$ cat config.mk
export PLATFORM = sky130hd
export DESIGN_NAME = i8mvd_cfg
export DESIGN_NICKNAME = d
export VERILOG_FILES = /design/src/rtl/int8_matrix_vector_dot_top_assert.svh /design/src/rtl/i8mvd_pkg.sv /design/src/rtl/i8mvd_cfg.sv
export SDC_FILE = /design/constraint.sdc
export NUM_CORES = 1
export LEC_CHECK = 0
export BUFFER_PORTS_ARGS = -buffer_cell sky130_fd_sc_hd__buf_2
export CORE_ASPECT_RATIO = 1.75
export CORE_UTILIZATION = 35
export CTS_CLUSTER_SIZE = 20
export DETAILED_ROUTE_END_ITERATION = 6
export PLACE_DENSITY = 0.68
export SYNTH_ARGS = -nofsm -noshare
export SYNTH_HDL_FRONTEND = slang
export SYNTH_SLANG_ARGS = --single-unit
$ cat constraint.sdc
create_clock -name clk_i -period 1.26 [get_ports clk_i]
set_input_delay 0.063 -clock clk_i [delete_from_list [all_inputs] [get_ports clk_i]]
set_output_delay 0.063 -clock clk_i [all_outputs]
set_load 0.02 [all_outputs]
$ cat src/rtl/int8_matrix_vector_dot_top_assert.svh
// assertion macros for the int8 matrix-vector dot block
// expects clk_i and rst_ni in the scope of each use
`ifndef INT8_MATRIX_VECTOR_DOT_TOP_ASSERT_SVH
`define INT8_MATRIX_VECTOR_DOT_TOP_ASSERT_SVH

`ifndef SYNTHESIS
`define I8MVD_ASSERT(name, prop, msg) \
  name: assert property (@(posedge clk_i) disable iff (!rst_ni) prop) else $error(msg);
`define I8MVD_ASSERT_NEVER(name, cond, msg) \
  name: assert property (@(posedge clk_i) disable iff (!rst_ni) !(cond)) else $error(msg);
`else
`define I8MVD_ASSERT(name, prop, msg)
`define I8MVD_ASSERT_NEVER(name, cond, msg)
`endif

`endif

$ cat src/rtl/i8mvd_pkg.sv
// shared types and constants for the int8 matrix-vector dot block
// no dependencies
package i8mvd_pkg;

  localparam int unsigned LANES       = 4;
  localparam int unsigned ELEM_W      = 8;
  localparam int unsigned PROD_W      = 2 * ELEM_W;
  localparam int unsigned ACC_W       = 32;
  localparam int unsigned WORD_W      = LANES * ELEM_W;
  localparam int unsigned STORE_DEPTH = 1024;
  localparam int unsigned PTR_W       = $clog2(STORE_DEPTH);
  localparam int unsigned CHUNK_W     = 11;
  localparam int unsigned MAX_ROWS    = 4096;
  localparam int unsigned ROW_CNT_W   = 13;
  localparam int unsigned ROW_IDX_W   = 12;
  localparam int unsigned APB_ADDR_W  = 3;
  localparam int unsigned APB_DATA_W  = 32;

  // request opcodes
  localparam logic OP_VECTOR = 1'b0;
  localparam logic OP_WEIGHT = 1'b1;

  // register index, taken from paddr[2]
  localparam logic REG_ROW_COUNT   = 1'b0;
  localparam logic REG_CHUNK_COUNT = 1'b1;

  typedef logic signed [ELEM_W-1:0] elem_t;
  typedef logic [LANES-1:0][PROD_W-1:0] prod_vec_t;

  typedef struct packed {
    logic  op;
    elem_t elem0;
    elem_t elem1;
    elem_t elem2;
    elem_t elem3;
  } in_req_t;

  typedef struct packed {
    logic [ROW_IDX_W-1:0]    row_index;
    logic signed [ACC_W-1:0] dot_value;
    logic                    last_row;
  } out_rsp_t;

  // effective (clamped) counts
  typedef struct packed {
    logic [CHUNK_W-1:0]   chunks;
    logic [ROW_CNT_W-1:0] rows;
  } cfg_t;

  // per-request control carried down the pipeline
  typedef struct packed {
    logic                 valid;
    logic                 mac;
    logic                 emit;
    logic                 last;
    logic [ROW_IDX_W-1:0] row_idx;
  } ctl_t;

endpackage

$ cat src/rtl/i8mvd_cfg.sv
// apb-style configuration registers and clamped effective counts
// depends on i8mvd_pkg
module i8mvd_cfg (
  input  logic                               clk_i,
  input  logic                               rst_ni,
  input  logic                               psel,
  input  logic                               penable,
  input  logic                               pwrite,
  input  logic [i8mvd_pkg::APB_ADDR_W-1:0]   paddr,
  input  logic [i8mvd_pkg::APB_DATA_W-1:0]   pwdata,
  output logic [i8mvd_pkg::APB_DATA_W-1:0]   prdata,
  output logic                               pready,
  output i8mvd_pkg::cfg_t                    cfg_o
);

  logic [i8mvd_pkg::ROW_CNT_W-1:0] row_count_d, row_count_q;
  logic [i8mvd_pkg::CHUNK_W-1:0]   chunk_count_d, chunk_count_q;
  logic                            wr_en;
  logic                            reg_idx;

  assign pready  = 1'b1;
  assign wr_en   = psel && penable && pwrite;
  assign reg_idx = paddr[2];

  // register write
  always_comb begin
    row_count_d   = row_count_q;
    chunk_count_d = chunk_count_q;
    if (wr_en) begin
      unique case (reg_idx)
        i8mvd_pkg::REG_ROW_COUNT:   row_count_d   = pwdata[i8mvd_pkg::ROW_CNT_W-1:0];
        i8mvd_pkg::REG_CHUNK_COUNT: chunk_count_d = pwdata[i8mvd_pkg::CHUNK_W-1:0];
        default: ;
      endcase
    end
  end

  always_ff @(posedge clk_i or negedge rst_ni) begin
    if (!rst_ni) begin
      row_count_q   <= i8mvd_pkg::ROW_CNT_W'(1);
      chunk_count_q <= i8mvd_pkg::CHUNK_W'(1);
    end else begin
      row_count_q   <= row_count_d;
      chunk_count_q <= chunk_count_d;
    end
  end

  // register read
  always_comb begin
    unique case (reg_idx)
      i8mvd_pkg::REG_ROW_COUNT:   prdata = i8mvd_pkg::APB_DATA_W'(row_count_q);
      i8mvd_pkg::REG_CHUNK_COUNT: prdata = i8mvd_pkg::APB_DATA_W'(chunk_count_q);
      default:                    prdata = '0;
    endcase
  end

  // zero acts as one, oversize clamps to the maximum
  always_comb begin
    priority if (row_count_q == '0) begin
      cfg_o.rows = i8mvd_pkg::ROW_CNT_W'(1);
    end else if (row_count_q > i8mvd_pkg::ROW_CNT_W'(i8mvd_pkg::MAX_ROWS)) begin
      cfg_o.rows = i8mvd_pkg::ROW_CNT_W'(i8mvd_pkg::MAX_ROWS);
    end else begin
      cfg_o.rows = row_count_q;
    end
    priority if (chunk_count_q == '0) begin
      cfg_o.chunks = i8mvd_pkg::CHUNK_W'(1);
    end else if (chunk_count_q > i8mvd_pkg::CHUNK_W'(i8mvd_pkg::STORE_DEPTH)) begin
      cfg_o.chunks = i8mvd_pkg::CHUNK_W'(i8mvd_pkg::STORE_DEPTH);
    end else begin
      cfg_o.chunks = chunk_count_q;
    end
  end

endmodule
==> results of run 1 <==
## power groups by stage
| stage | sequential (mW) | combinational [mW] | clock, mW |
|---|---|---|---|
| global placement | 1.15 | 1.37 | 0 |
| global route | 1.20 | 1.85 | 0.723 |
| finish | 1.17 | 1.75 | 0.679 |
| detailed placement | 1.15 | 1.37 | 0 |
| CTS | 1.14 | 1.59 | 0.687 |
| floorplan | 1.08 | 0.990 | 0 |
## final cells by class
class	instances	area (sq um)
sequential	24	605.6
timing repair buffer	75	588.1
fill	382	1941
clock inverter	1	30.03
clock buffer	3	41.29
inverter	2	7.507
tap	49	61.31
multi-input combinational	87	837.1
## layer usage
layer  share of wire  track usage
met1            0.38       0.1886
met2            0.56       0.3046
met3           0.048      0.01546
met4          0.0099      0.06143
met5               0            0
## worst max-delay path, cell delays in order, from the launching register on
cell,delay (ns)
dfrtp_1,0.39
nor4_2,0.33
a32o_2,0.23
buf_6,0.12
## state kept, by name (all words and copies together), names as in the netlist
name and cells:
chunk_count_q 11, row_count_q 13
## how the worst min path moves through the flow
stage | from | to | cells after the start
6_report | pwdata[12] | row_count_q[12]$_DFFE_PN0P_ | 2
5_1_grt | pwdata[11] | row_count_q[11]$_DFFE_PN0P_ | 2
4_1_cts | pwdata[12] | row_count_q[12]$_DFFE_PN0P_ | 2
3_5_place_dp | rst_ni | chunk_count_q[8]$_DFFE_PN0P_ | 1
3_3_place_gp | rst_ni | chunk_count_q[9]$_DFFE_PN0P_ | 1
2_1_floorplan | rst_ni | chunk_count_q[10]$_DFFE_PN0P_ | 0
## repair_timing
action,4_1_cts,5_1_grt
hold buffers,1,0
gates resized for setup,25,35
setup endpoints to repair,10,24
cloned,0,0
setup buffers,7,0
endpoints found under the hold margin,22,0
pin swaps,6,0
## layout by cell type (no fill, tap or decap)
cell,Yosys,layout
nor2b_1,21,17
inv_1,2,2
nor4_2,0,3
nor2b_2,0,3
bufinv_16,0,1
nand4b_4,1,1
mux2_4,20,24
nor2_1,2,2
dfstp_2,2,2
nor4_4,0,1
buf_12,0,2
nor2b_4,0,1
a32o_2,0,2
nor4_1,5,1
conb_1,2,20
dlygate4sd3_1,0,1
clkbuf_8,0,3
buf_2,1,34
dfrtp_2,0,2
mux2_2,15,11
buf_4,20,16
dfrtp_1,22,20
buf_6,2,22
nand4_2,1,1
## logic make-up after synthesis
| family | after synthesis | share of synthesized area |
|---|---|---|
| buffers and inverters | 29 | 0.1329 |
| flip-flops | 24 | 0.4003 |
| other | 2 | 0.004985 |
| AO/OA/AOI/OAI | 2 | 0.01329 |
| multiplexers | 35 | 0.3115 |
| AND/OR/NAND/NOR | 30 | 0.1370 |
==> reports/qor.csv, run 1 <==
stage;metric;value;unit
sta;finalSetupViolCount;8;
sta;skew;0;ns
layout;finalInstanceArea;0.002171;sq mm
sta;rsz0062_at_grt;true;
power_and_ir_drop;power.share.clock;0.189;
sta;tns;-0.4030;ns
synth;yosysTopAreaCell;dfrtp_1;
global_route;grt_use_total;0.1640;
global_route;grt_pass1_vias;1088;
floorplanning;ios;97;
setup_path;r2r_start;chunk_count_q[10]$_DFFE_PN0P_;
clocking;clockRootBuffer;clkbuf_8;
clocking;clockBufferDepth;2;
layout;antenna_cells;0;
sta;period_minus_slack;1.404;ns
clocking;cts_max_level;1;
place;place_hpwl;2.487;mm
outcome;violations;negative setup slack;
clocking;clkSinkCount;24;
sta;worst_slew_margin_rel;0.6402;
detailed_routing;drtIter0Drc;10;
layout;drive_above_1_share;0.6719;
layout;final_nets;233;
global_route;antenna_found_initial;0;
power_and_ir_drop;ir_drop;896.9;uV
synth;post-synth-top-count-cell;dfrtp_1;
floorplanning;rows;31;
sta;hold_ws;0.02781;ns
place;placed_cell_area;0.001833;sq mm
setup_path;rr_endpoint;chunk_count_q[10]$_DFFE_PN0P_;
power_and_ir_drop;seq_power_share;0.324;
floorplanning;dieArea;0.004581;sq mm
power_and_ir_drop;p_switching;1.267;mW
layout;fin_cells;241;
synth;yosys_most_used_dff;dfrtp_1;
global_route;grt_max_degree;25;
detailed_routing;wl_per_cell;15.09;um
sta;finalCritPeriodShare;1.114;
floorplanning;core;0.004111;sq mm
setup_path;crit_end;cfg_o[13];
worst_hold_path;holdCritPathClass;primary input to register;
clocking;cts_buffers;3;
power_and_ir_drop;power;3.596;mW
global_route;grt_overflow;0;
detailed_routing;drt_wl_total;3.637;mm
synth;post_synth_num_cell_types;16;
floorplanning;die-width;51.60;um
sta;drv_slew;0;
synth;yosysWarnings;0;
setup_path;arrival;1.34;ns
synth;syn_avg_cell_area;12.35;sq um
setup_path;path_class;register to output pin;
synth;synth_top_area_frac;0.3654;
detailed_routing;vias;1097;
synth;synth_edf_count;0;
synth;synth_seq_cells;24;
setup_path;start_kind;register;
detailed_routing;drc;0;
sta;hold_viol;0;
power_and_ir_drop;pwr-share-comb;0.487;
layout;final_util;0.5280;
setup_path;end_kind;output pin;
sta;clock.fmax;0.7124;GHz
setup_path;worstPathRequired;1.20;ns
synth;synthesis.area;0.001506;sq mm
clocking;cts_tree;yes;
place;routabilityCongestion;0.7308;
clocking;clk_pin_slew_worst_paths;0.09;ns
detailed_routing;post_drt_via_cell_ratio;4.552;
setup_path;crit_path_start;chunk_count_q[6]$_DFFE_PN0P_;
place;dp.cells;229;
outcome;status;finished, violations left;
synth;synth_area_leaders;dfrtp_1 (37%), mux2_4 (20%), mux2_2 (11%);
setup_path;reg2reg_depth;2;
setup_path;path_max_fanout;2;
clocking;clock_latency;0.26;ns
detailed_routing;first_pass_iters;4;
flow_run;drv_cap;0;
synth;ys_async_sr_fraction;1.000;
place;port-buffer-count;55;
global_route;grt_pass1_wl;5.457;mm
layout;syn_to_final_growth;44.10;%
power_and_ir_drop;p_leak;1.147;nW
synth;ys_seq_area_frac;0.4003;
detailed_routing;postRouteAntennaNets;0;
power_and_ir_drop;power.internal;2.330;mW
synth;syn_inst;122;
sta;worstMarginPinSlew;0.5397;ns
power_and_ir_drop;power_density;1657;mW/mm^2
floorplanning;die_y;88.79;um
synth;synth_commonest_cells;dfrtp_1 (22), nor2b_1 (21), buf_4 (20), mux2_4 (20), mux2_2 (15);
setup_path;rrSetupSlack;0.26;ns
floorplanning;initial_core_util;0.3664;
power_and_ir_drop;swShare;0.3522;
sta;layout_setup_ws;-0.1437;ns
place;dpl_worst_slack;0.04764;ns
(Power assumes the default switching activity.)
==> run 2, diff against run 1 <==
ABC_AREA = 1   (was not set)
CORE_UTILIZATION = 43   (was 35)
PLACE_DENSITY = 0.8   (was 0.68)
TNS_END_PERCENT = 5   (was not set)
==> reports/qor.csv, run 2 <==
stage;metric;value;unit;change
layout;fill_cells;332;;was 382
global_route;grt_max_degree;27;;was 25
synth;post-synth-top-count-cell;nand2_1;;was dfrtp_1
synth;synth_top_area_frac;0.3495;;was 0.3654
sta;layout_setup_ws;-0.3137;ns;was -0.1437 ns
synth;syn_inst;222;;was 122
sta;rsz0062_at_grt;true;;unchanged
detailed_routing;drc;0;;unchanged
sta;skew;0;ns;unchanged
synth;synth_seq_cells;24;;unchanged
floorplanning;die_y;82.07;um;was 88.79 um
power_and_ir_drop;p_leak;1.202;nW;was 1.147 nW
sta;finalCritPeriodShare;1.249;;was 1.114
sta;worst_slew_margin_rel;0.6315;;was 0.6402
power_and_ir_drop;p_switching;1.250;mW;was 1.267 mW
setup_path;start_kind;register;;unchanged
detailed_routing;drt_wl_total;3.756;mm;was 3.637 mm
detailed_routing;vias;1524;;was 1097
sta;hold_viol;0;;unchanged
detailed_routing;post_drt_via_cell_ratio;4.496;;was 4.552
synth;ys_async_sr_fraction;1.000;;unchanged
layout;largest_reg_flops;13;;unchanged
synth;synth_edf_count;0;;unchanged
floorplanning;die-width;47.76;um;was 51.60 um
clocking;cts_max_level;1;;unchanged
sta;finalSetupViolCount;22;;was 8
synth;yosysWarnings;0;;unchanged
place;port-buffer-count;55;;unchanged
floorplanning;rows;28;;was 31
power_and_ir_drop;pwr-share-comb;0.484;;was 0.487
synth;yosys_most_used_dff;dfrtp_1;;unchanged
clocking;clock_latency;0.27;ns;was 0.26 ns
global_route;grt_pass1_wl;5.830;mm;was 5.457 mm
global_route;antenna_found_initial;0;;unchanged
floorplanning;initial_core_util;0.4588;;was 0.3664
layout;syn_to_final_growth;34.63;%;was 44.10%
worst_hold_path;hold_depth;3;;was 2
synth;post_synth_num_cell_types;21;;was 16
setup_path;arrival;1.51;ns;was 1.34 ns
setup_path;path_class;register to output pin;;unchanged
sta;hold_ws;0.03185;ns;was 0.02781 ns
clocking;clkSinkCount;24;;unchanged
sta;worstMarginPinSlew;0.5527;ns;was 0.5397 ns
global_route;grt_pass1_vias;1338;;was 1088
floorplanning;dieArea;0.003919;sq mm;was 0.004581 sq mm
clocking;clk_pin_slew_worst_paths;0.09;ns;about the same
layout;antenna_cells;0;;unchanged
synth;syn_avg_cell_area;7.096;sq um;was 12.35 sq um
power_and_ir_drop;power.internal;1.799;mW;was 2.330 mW
synth;synthesis.area;0.001575;sq mm;was 0.001506 sq mm
power_and_ir_drop;seq_power_share;0.340;;was 0.324
place;place_hpwl;2.894;mm;was 2.487 mm
worst_hold_path;holdCritPathClass;primary input to register;;unchanged
layout;top_regs;row_count_q: 13 flops, chunk_count_q: 11 flops;;unchanged
setup_path;path_max_fanout;6;;was 2
synth;synth_area_leaders;dfrtp_1 (35%), nand2_1 (11%), buf_4 (10%);;was dfrtp_1 (37%), mux2_4 (20%), mux2_2 (11%)
layout;final_common_cell;nand2_1;;was buf_2
power_and_ir_drop;power.share.clock;0.176;;was 0.189
detailed_routing;postRouteAntennaNets;0;;unchanged
clocking;clockRootBuffer;clkbuf_8;;unchanged
flow_run;drv_cap;0;;unchanged
detailed_routing;first_pass_iters;4;;unchanged
detailed_routing;wl_per_cell;11.08;um;was 15.09 um
outcome;status;finished, violations left;;unchanged
outcome;violations;negative setup slack;;unchanged
global_route;grt_overflow;0;;unchanged
layout;fin_cells;339;;was 241
detailed_routing;drtIter0Drc;32;;was 10
synth;yosysTopAreaCell;dfrtp_1;;unchanged
sta;clock.fmax;0.6354;GHz;was 0.7124 GHz
floorplanning;ios;97;;unchanged
sta;drv_slew;0;;unchanged
sta;period_minus_slack;1.574;ns;was 1.404 ns
global_route;grt_use_total;0.2081;;was 0.1640
layout;largest_register;row_count_q;;unchanged
place;dp.cells;333;;was 229
synth;synth_commonest_cells;nand2_1 (46), inv_1 (35), o21ai_1 (30);;was dfrtp_1 (22), nor2b_1 (21), buf_4 (20), mux2_4 (20), mux2_2 (15)
synth;ys_seq_area_frac;0.3828;;was 0.4003
floorplanning;core;0.003433;sq mm;was 0.004111 sq mm
layout;final_cell_mix;nand2_1 (44), buf_2 (40), inv_1 (34);;was buf_2 (34), mux2_4 (24), buf_6 (22)
power_and_ir_drop;ir_drop;1058;uV;was 896.9 uV
clocking;cts_tree;yes;;unchanged
setup_path;worstPathRequired;1.20;ns;about the same
layout;drive_above_1_share;0.4184;;was 0.6719
setup_path;reg2reg_depth;3;;was 2
setup_path;end_kind;output pin;;unchanged
layout;final_nets;335;;was 233
clocking;cts_buffers;3;;unchanged
place;routabilityCongestion;0.7973;;was 0.7308
power_and_ir_drop;power_density;1438;mW/mm^2;was 1657 mW/mm^2
power_and_ir_drop;swShare;0.4100;;was 0.3522
clocking;clockBufferDepth;2;;unchanged
[run 2: cell count changes in the layout (fill, tap and decap cells not counted), moves of 16 or more]
cell / delta
nor2b_1: -17
o21ai_1: +31
nand2_1: +44
buf_4: +16
mux2_4: -24
inv_1: +32
[run 2: power groups by stage]
stage               sequential [mW]  clock [mW]  combinational [mW]
floorplan                      1.04           0               0.881
global placement               1.03           0                1.33
detailed placement             1.04           0                1.36
CTS                            1.04       0.527                1.46
global route                   1.06       0.567                1.61
finish                         1.04       0.536                1.48
[run 2: worst paths after layout]
path	from	end	slack, ns
worst max register to register	row_count_q[0]$_DFFE_PN1P_	row_count_q[0]$_DFFE_PN1P_	0.38
max in group asynchronous	rst_ni	row_count_q[0]$_DFFE_PN1P_	0.58
worst min register to register	row_count_q[2]$_DFFE_PN0P_	row_count_q[2]$_DFFE_PN0P_	0.53
min in group asynchronous	rst_ni	row_count_q[3]$_DFFE_PN0P_	0.31
worst max-delay path	row_count_q[5]$_DFFE_PN0P_	cfg_o[6]	-0.31
worst min-delay path	pwdata[12]	row_count_q[12]$_DFFE_PN0P_	0.03
[run 2: area by class of cell]
type / count / area [sq um] / area share
Inverter: 39 / 146.4 / 0.06903
Tap cell: 45 / 56.30 / 0.02655
Timing Repair Buffer: 80 / 529.3 / 0.2496
Multi-Input combinational cell: 147 / 730.7 / 0.3445
Sequential cell: 24 / 603.1 / 0.2844
Clock buffer: 4 / 55.05 / 0.02596
[run 2: critical path: stages, from the launching register on]
cell and delay (ns):
dfrtp_1 0.39, nor2_2 0.15, nand2_2 0.10, nor2_4 0.18
nand2_4 0.11, a21oi_2 0.17, buf_6 0.14
[run 2: layer usage]
layer  wire length (um)  track usage
met4                 58      0.06667
met3                169      0.01538
met1               1513       0.2598
met5                  0            0
met2               2015       0.3622
[run 2: what timing repair did]
action / CTS / global route
pin swaps: 6 / 2
gates resized for setup: 29 / 9
endpoints found under the setup margin: 22 / 23
hold endpoints to repair: 22 / 0
setup buffers: 0 / 0
hold buffers: 1 / 0
cloned: 1 / 0
[run 2: kinds of logic (layout without fill, tap and decap cells)]
group / count (synthesis) / after routing / share of synthesized area
AOI/OAI and AO/OA: 47 / 47 / 0.1755
DFF: 24 / 24 / 0.3828
other: 2 / 20 / 0.004767
and+or+nand+nor: 79 / 80 / 0.2097
buffers and inverters: 70 / 123 / 0.2272
[run 2: stage by stage]
stage,worst slack (ns),TNS [ns],cell area (sq um),util,power [mW]
after floorplan,0.09242,0,1643,-,1.922
after global placement,-0.09252,-0.8987,1943,0.5660,2.364
after detailed placement,-0.1124,-1.134,1943,0.5660,2.400
after CTS,-0.2743,-5.167,2093,0.6097,3.022
after global routing,-0.3667,-7.203,2121,0.6177,3.239
final,-0.3137,-5.588,2121,0.6177,3.050
==> run 3, diff against run 2 <==
CORE_UTILIZATION = 40   (was 43)
PLACE_DENSITY = 0.75   (was 0.8)
SKIP_CTS_REPAIR_TIMING = 1   (was not set)
clock period = 1.8 ns   (was 1.26 ns; I/O delays follow)
==> reports/qor.csv, run 3 (synthesis results as in run 2) <==
stage;metric;value;unit;change
sta;hold_viol;0;;unchanged
global_route;grt_pass1_vias;1193;;was 1338
floorplanning;die_y;85.02;um;was 82.07 um
floorplanning;ios;97;;unchanged
layout;final_nets;312;;was 335
setup_path;path_max_fanout;8;;was 6
sta;drv_slew;0;;unchanged
sta;finalCritPeriodShare;0.9024;;
clocking;clockBufferDepth;2;;unchanged
floorplanning;rows;29;;was 28
setup_path;end_kind;output pin;;unchanged
global_route;antenna_found_initial;0;;unchanged
setup_path;path_class;register to output pin;;unchanged
detailed_routing;drtIter0Drc;31;;was 32
layout;drive_above_1_share;0.3247;;was 0.4184
sta;worstMarginPinSlew;0.6168;ns;was 0.5527 ns
clocking;cts_max_level;1;;unchanged
global_route;grt_pass1_wl;5.409;mm;was 5.830 mm
setup_path;worstPathRequired;1.71;ns;was 1.20 ns
sta;hold_ws;0.06891;ns;was 0.03185 ns
setup_path;arrival;1.53;ns;was 1.51 ns
sta;finalSetupViolCount;0;;was 22
layout;final_cell_mix;buf_2 (55), nand2_1 (46), inv_1 (35);;was nand2_1 (44), buf_2 (40), inv_1 (34)
detailed_routing;wl_per_cell;10.63;um;was 11.08 um
sta;skew;0;ns;unchanged
setup_path;rrSetupSlack;0.93;ns;was 0.38 ns
power_and_ir_drop;p_leak;1.065;nW;was 1.202 nW
detailed_routing;post_drt_via_cell_ratio;4.344;;was 4.496
clocking;clk_pin_slew_worst_paths;0.08;ns;was 0.09 ns
clocking;clockRootBuffer;clkbuf_8;;unchanged
global_route;grt_max_degree;27;;unchanged
setup_path;reg2reg_depth;2;;was 3
floorplanning;dieArea;0.004203;sq mm;was 0.003919 sq mm
clocking;clock_latency;0.26;ns;was 0.27 ns
power_and_ir_drop;ir_drop;521.5;uV;was 1058 uV
layout;top_regs;row_count_q: 13 flops, chunk_count_q: 11 flops;;unchanged
layout;largest_register;row_count_q;;unchanged
worst_hold_path;holdCritPathClass;primary input to register;;unchanged
global_route;grt_use_total;0.1699;;was 0.2081
floorplanning;core;0.003701;sq mm;was 0.003433 sq mm
floorplanning;die-width;49.44;um;was 47.76 um
layout;syn_to_final_growth;16.76;%;was 34.63%
layout;final_common_cell;buf_2;;was nand2_1
detailed_routing;drt_wl_total;3.371;mm;was 3.756 mm
outcome;status;finished clean;;was finished, violations left
flow_run;drv_cap;0;;unchanged
place;port-buffer-count;55;;unchanged
worst_hold_path;hold_depth;3;;unchanged
sta;tns;0;ns;was -5.588 ns
sta;rsz0062_at_grt;false;;was true
sta;clock.fmax;0.6156;GHz;
place;routabilityCongestion;0.8180;;was 0.7973
clocking;cts_tree;yes;;unchanged
sta;worst_slew_margin_rel;0.5878;;was 0.6315
detailed_routing;drc;0;;unchanged
power_and_ir_drop;power_density;1010;mW/mm^2;was 1438 mW/mm^2
place;place_hpwl;2.740;mm;was 2.894 mm
detailed_routing;postRouteAntennaNets;0;;unchanged
layout;antenna_cells;0;;unchanged
clocking;cts_buffers;3;;unchanged
setup_path;start_kind;register;;unchanged
clocking;clkSinkCount;24;;unchanged
detailed_routing;first_pass_iters;4;;unchanged
floorplanning;initial_core_util;0.4256;;was 0.4588
detailed_routing;vias;1377;;was 1524
layout;largest_reg_flops;13;;unchanged
global_route;grt_overflow;0;;unchanged
sta;period_minus_slack;1.624;ns;
-- run 3: cell types whose count changed in the layout (fill, tap and decap cells not counted), moves of 5 or more --
cell / before / now
buf_6: 7 / 0
nor2_2: 14 / 9
buf_4: 32 / 2
nor2_1: 12 / 18
buf_2: 40 / 55
-- run 3: critical path: stages (launching register included) --
cell and delay (ns):
dfrtp_1 0.43, nor2_1 0.19, nand3_1 0.11, o21ai_2 0.18, inv_2 0.12, nor2_2 0.09
buf_2 0.16
-- run 3: final timing paths --
path / start / to
min reg2reg: row_count_q[0]$_DFFE_PN1P_ / row_count_q[0]$_DFFE_PN1P_
min in group asynchronous: rst_ni / chunk_count_q[4]$_DFFE_PN0P_
max in group asynchronous: rst_ni / row_count_q[0]$_DFFE_PN1P_
max: chunk_count_q[3]$_DFFE_PN0P_ / cfg_o[17]
min: pwdata[11] / row_count_q[11]$_DFFE_PN0P_
max reg2reg: row_count_q[12]$_DFFE_PN0P_ / row_count_q[12]$_DFFE_PN0P_
-- run 3: report_power, final --
group / switching, mW / internal [mW] / leakage [nW] / total, mW
registers: 0.102 / 0.646 / 0.294 / 0.749
logic: 0.526 / 0.259 / 0.748 / 0.786
clock network: 0.164 / 0.158 / 0.0228 / 0.322
total: 0.793 / 1.06 / 1.07 / 1.86
-- run 3: stage by stage --
stage	area (sq um)	worst slack (ns)	util	power, mW	std cells
3_5_place_dp	1779	0.4156	0.4807	1.548	312
5_1_grt	1839	0.03541	0.4970	1.998	317
6_report	1839	0.1757	0.4970	1.857	317
2_1_floorplan	1643	0.6054	-	1.345	240
4_1_cts	1824	0.1143	0.4929	1.866	316
3_3_place_gp	1779	0.4265	0.4807	1.531	312
-- run 3: layer usage --
layer  GRT usage  wire length (um)  up-vias
met2      0.3101              1814       45
li1            -                 -      729
met5           0                 0        -
met1      0.1984              1364      599
met3     0.01254               136        4
met4     0.07532                55        0
-- run 3: final cells by class --
cell class,instances,area [sq um]
multi-input cells,146,686.9
well taps,46,57.56
repair buffers,58,300.3
inverters,39,146.4
flip-flops and latches,24,603.1
fillers,407,1862
clock buffers,4,45.04
